===== src/rtl/core/lewnd_pkg.sv =====
`default_nettype none
package lewnd_pkg;

  // request codes
  localparam logic [1:0] REQ_APPEND = 2'd0;
  localparam logic [1:0] REQ_CLEAR  = 2'd1;
  localparam logic [1:0] REQ_QUERY  = 2'd2;

  // direction codes
  localparam logic [2:0] DIR_NONE = 3'd0;
  localparam logic [2:0] DIR_PX   = 3'd1;
  localparam logic [2:0] DIR_NX   = 3'd2;
  localparam logic [2:0] DIR_PY   = 3'd3;
  localparam logic [2:0] DIR_NY   = 3'd4;

  typedef enum logic [2:0] {
    ST_IDLE,
    ST_FETCH,
    ST_DECIDE,
    ST_SCAN,
    ST_FINISH
  } lewnd_state_t;

  // controller to datapath
  typedef struct packed {
    logic latch;
    logic len_rd;
    logic edge_wr;
    logic len_inc;
    logic len_clr;
    logic scan_start;
    logic scan_step;
    logic finish;
  } lewnd_cmd_t;

  // datapath to controller
  typedef struct packed {
    logic [1:0] req_type;
    logic       in_range;
    logic       full;
    logic       empty;
    logic       more;
    logic       out_free;
  } lewnd_stat_t;

  function automatic logic [2:0] dir_reverse(input logic [2:0] d);
    logic [2:0] r;
    unique case (d)
      DIR_PX:  r = DIR_NX;
      DIR_NX:  r = DIR_PX;
      DIR_PY:  r = DIR_NY;
      DIR_NY:  r = DIR_PY;
      default: r = DIR_NONE;
    endcase
    return r;
  endfunction

  // pick the first direction unless a previous direction is given and the first is none or turns straight back
  function automatic logic [2:0] dir_choose(input logic [2:0] a, input logic [2:0] b,
                                            input logic [2:0] prev);
    logic [2:0] r;
    if (prev == DIR_NONE) begin
      r = a;
    end else if (a != DIR_NONE && prev != dir_reverse(a)) begin
      r = a;
    end else begin
      r = b;
    end
    return r;
  endfunction

endpackage
`default_nettype wire


===== src/rtl/core/lewnd_ctrl.sv =====
`default_nettype none
module lewnd_ctrl
  import lewnd_pkg::*;
(
  input  wire logic        clk,
  input  wire logic        rst,
  input  wire logic        req_valid,
  output logic             req_ready,
  input  wire lewnd_stat_t st,
  output lewnd_cmd_t       cmd
);

  lewnd_state_t state, state_next;

  always_ff @(posedge clk) begin
    if (rst) begin
      state <= ST_IDLE;
    end else begin
      state <= state_next;
    end
  end

  // next state
  always_comb begin
    state_next = state;
    unique case (state)
      ST_IDLE: begin
        if (req_valid && st.out_free) state_next = ST_FETCH;
      end
      ST_FETCH: state_next = ST_DECIDE;
      ST_DECIDE: begin
        if (st.req_type == REQ_QUERY && st.in_range && !st.empty) begin
          state_next = ST_SCAN;
        end else begin
          state_next = ST_FINISH;
        end
      end
      ST_SCAN: begin
        if (!st.more) state_next = ST_FINISH;
      end
      ST_FINISH: state_next = ST_IDLE;
      default:   state_next = ST_IDLE;
    endcase
  end

  // commands
  always_comb begin
    cmd       = '0;
    req_ready = 1'b0;
    unique case (state)
      ST_IDLE: begin
        req_ready = st.out_free;
        cmd.latch = req_valid && st.out_free;
      end
      ST_FETCH: cmd.len_rd = st.in_range;
      ST_DECIDE: begin
        unique case (st.req_type)
          REQ_APPEND: begin
            cmd.edge_wr = st.in_range && !st.full;
            cmd.len_inc = st.in_range && !st.full;
          end
          REQ_CLEAR: cmd.len_clr = st.in_range;
          REQ_QUERY: cmd.scan_start = st.in_range && !st.empty;
          default: ;
        endcase
      end
      ST_SCAN:   cmd.scan_step = 1'b1;
      ST_FINISH: cmd.finish = 1'b1;
      default: ;
    endcase
  end

endmodule
`default_nettype wire


===== config.mk =====
export PLATFORM = sky130hd
export DESIGN_NAME = lewnd_ctrl
export DESIGN_NICKNAME = d
export VERILOG_FILES = /design/src/rtl/core/lewnd_pkg.sv /design/src/rtl/core/lewnd_ctrl.sv
export SDC_FILE = /design/constraint.sdc
export NUM_CORES = 1
export LEC_CHECK = 0
export ABC_AREA = 1
export BUFFER_PORTS_ARGS = -buffer_cell sky130_fd_sc_hd__buf_4
export CAP_MARGIN = 20
export CORE_AREA = 2 2 39 41
export CTS_BUF_LIST = sky130_fd_sc_hd__clkbuf_8
export CTS_CLUSTER_SIZE = 24
export DETAILED_ROUTE_END_ITERATION = 12
export DIE_AREA = 0 0 41 43
export GPL_TIMING_DRIVEN = 1
export HOLD_SLACK_MARGIN = 0.05
export MAX_ROUTING_LAYER = met4
export SYNTH_ARGS = -nofsm -noshare
export SYNTH_HDL_FRONTEND = slang
export SYNTH_SLANG_ARGS = --single-unit

===== constraint.sdc =====
create_clock -name clk -period 1.2 [get_ports clk]
set_input_delay 0.06 -clock clk [delete_from_list [all_inputs] [get_ports clk]]
set_output_delay 0.06 -clock clk [all_outputs]
set_load 0.01 [all_outputs]

-- Word-level counts from Yosys, hierarchy flattened
Cells that the tools add are included.
- $add $sub $neg: 0
- divide/modulo/power cells: 0
- magnitude comparators: 0
- shifts and indexed selects: 0
- bitwise operators: 0
- multiplexer cells: 13
- reductions and logical operators: 10
- eq/ne operators: 8
- multipliers: 0
- operators by type and width (kind ; number):
    $pmux W3 S4 ; 1
    $mux W3 ; 3
    $mux W1 ; 7
    $eq A3 B2 Y1 const B ; 2
    $logic_and A1 B1 Y1 ; 5
    $mux W4 ; 1
    $ne A2 B2 Y1 const B ; 2
    $eq A3 B1 Y1 const B ; 1
    $eq A3 B3 Y1 const B ; 1
    $logic_not A3 Y1 ; 1
    $eq A2 B1 Y1 const B ; 1
    $eq A2 B2 Y1 const B ; 1
    $logic_not A1 Y1 ; 2
    $logic_not A2 Y1 ; 1
    $mux W2 ; 1
    $reduce_and A2 Y1 ; 1
- word-level logic and storage cells: 32
- output and inout port bits: 9
- bits of input ports: 10
- memory bits (writable): 0
- memory bits (read-only): 0
- bits in latches: 0
- flip-flop bits (word level): 3
- memories: 0

-- Depth between registers and ports, before layout
- word-level depth: 5
- mapped depth: 7
- mapped depth without buffers: 7

-- Worst setup path before layout
OpenSTA, ideal clock, no wires.
- kind: register to output
- start: reg state[1]
- end: out cmd[5] (netlist bit)
- cell stages (with the launch flop): 6
- setup slack: 0.109 ns
- buffers on the path: 1
- arrival time: 1.031 ns
- cells stage by stage: dfxtp_1 > inv_1 > nor2_1 > nand2_1 > nor4_2 > buf_4
- RTL lines (what ; line ; text):
    start: declaration ; lewnd_ctrl.sv:13 ; lewnd_state_t state, state_next;
    start signal: assignment ; lewnd_ctrl.sv:19 ; state <= state_next;
    end: declaration ; lewnd_ctrl.sv:10 ; output lewnd_cmd_t cmd

==> metrics.txt <==
status finished, final reports clean; most common cell in the netlist nand2_1; gr usage total around a tenth; Hold Crit Depth 7; crit-path max FO 3; Clock Sinks 3; Reg clk slew, reported paths 0.03 ns; Biggest register state; final hold violations 0; first-pass GRT wire length roughly 1100 µm; maximum VDD drop slightly above 0.6 mV; compound-cell area share of the yosys netlist 0%; Filler cells roughly 160; worst r2r path cells 7; Starting Density between 20% and 30%; number of remaining DRC errors 0; fin crit share 95.4%; Synth cell types 13; Final Setup Violations 0; die area around 1800 µm²; CORE AREA between 1000 and 1500 µm²; Max Cap Viol 0; startpoint class of the critical path flop; Slew Viols, Final 0; leakage power 0.000336 µW; clk root buf clkbuf_8; layout net count around 90; dominant combinational cell family by area after synthesis simple AND/OR/NAND/NOR gates; max reg flops 3; Avg Cell Area, Syn around 5.3 µm²; flip-flop and latch count after synthesis 3; WL/cell 7.89 µm; Fmax 874 MHz; Final Wtd Congestion 0.662; Die W between 40 and 50 µm; Mapped Nets 64; post-synthesis simple-gate area fraction a little under three fifths; clk_lat worst skew between 0.2 and 0.25 ns; Clock Tree Buf Depth 2; Clock Skew around 0.0011 ns; cell taking the most area after synthesis dfxtp_1; top-area cell type share of the netlist area 21.1%; count of flip-flops with a built-in enable after synthesis 0; row count 14; CTS Buf Count 3; H-tree Lvls 1; vias in the first global route roughly 310; hpwl dp about 600 µm; Tmin final 1.14 ns; Antenna Nets Post-Route 0; Ports 19; RSZ-0062 raised after global routing yes; pin count of the biggest net entering global routing 8; cell count after synthesis 54; gr ovfl total 0; Synth top cells by count nand2_1, inv_1, nor2_1, dfxtp_1, nand3_1; R2R Setup Slk around 0.22 ns; hold crit path type input pin to flop; Synth Cell Area between 200 and 300 µm²; vias 367; drt via density about 4; Worst-Margin Slew 0.222 ns; DRT Wirelength between 700 and 800 µm; Area Growth Syn to Fin 81.5%; overall power about 570 µW; n_diodes 0; r2r endpoint state[1]; path type of the worst setup path flop to output port; Crit path required time between 1 and 1.5 ns; Crit. Startpoint state[1]; reg2reg start state[1]; register area share after synthesis 21.1%; 1st-iter DRT viols 2; antenna violations before repair 0; Adder-Cell Fraction of Synth Area 0%; Rel. slew slack ~85%; setup ws final approximately 0.055 ns; layout cell share with drive strength beyond 1 42.9%; Final Util 37.3%; CTS tree done; ys async rst share 0%; Worst Setup End Kind output port; crit path DAT 1.08 ns; die height between 40 and 50 µm; Post-synth top flop dfxtp_1; xor and xnor area share after synthesis 0%; largest registers state x3; PortBufs 18; post-place setup slack 0.142 ns; synth warn 0; Worst Setup EP cmd[2]; First-pass DRT Iterations 2; pwr/cell area roughly 1100 nW/µm²; ranking of synthesized cells by area dfxtp_1, nand2_1, inv_1; post-synthesis mux area share 0%
-- placed cells by master (no fill, tap or decap), drive strengths merged --
cell type and n:
buf 19, clkbuf 3, dfxtp 3, dlygate4sd3 1
inv 17, nand2 17, nand3 4, nand4 1
nor2 9, nor3 2, nor4 1
-- stage by stage --
stage / hold WS [ns] / instances / setup TNS (ns) / instance area, µm²
after detailed placement: 0.231 / 87 / 0 / 432
after global placement: 0.229 / 87 / 0 / 432
after CTS: 0.269 / 92 / -0.0436 / 488
after global routing: 0.301 / 93 / -0.0377 / 515
final: 0.269 / 93 / 0 / 515
after floorplan: 0.126 / 54 / 0 / 284
-- cell families (layout without fill, tap and decap cells) --
| group | Yosys count | in the layout |
|---|---|---|
| and+or+nand+nor | 34 | 34 |
| buffers and inverters | 17 | 40 |
| DFF | 3 | 3 |
-- area by class of cell --
class                           count  area (µm²)  area share, %
Clock inverter                      1        3.75          0.728
Sequential cell                     3        65.1           12.6
Timing Repair Buffer               20         153           29.6
Tap cell                           16        20.0           3.88
Clock buffer                        3        41.3           8.01
Multi-Input combinational cell     34         173           33.5
Inverter                           16        60.1           11.7
-- how the worst min path moves through the flow --
stage	from	to	slack, ns
6_report	st[2]	state[2]	0.27
2_1_floorplan	rst	state[2]	0.13
4_1_cts	st[2]	state[2]	0.27
5_1_grt	st[2]	state[2]	0.30
3_3_place_gp	rst	state[2]	0.23
3_5_place_dp	rst	state[2]	0.23
-- power by group --
group          internal [µW]  switching, µW
clock network            217           59.9
logic                   78.1           87.7
registers                112           15.0
total                    408            163
-- critical path, stage by stage (launching register included) --
cell and delay [ns]:
dfxtp_4 0.34, buf_4 0.14, nand2_1 0.08, nor2_1 0.04
nand2_1 0.10, inv_1 0.05, buf_4 0.13
-- timing repair --
item                                    4_1_cts  5_1_grt
hold endpoints to repair                      1        0
gates resized for setup                       2        6
hold buffers                                  1        0
gates cloned                                  0        0
setup buffers                                 0        1
endpoints found under the setup margin        2        4
-- routing by layer --
layer / share of wire, % / global-route usage, % / vias up / wire length (µm)
met5: 0 / - / - / 0
met4: 0 / 8.00 / 0 / 0
met3: 8.9 / 3.14 / 0 / 65
met2: 54 / 15.0 / 13 / 395
met1: 37 / 8.95 / 151 / 272
li1: - / - / 203 / -
(Power assumes the default switching activity.)
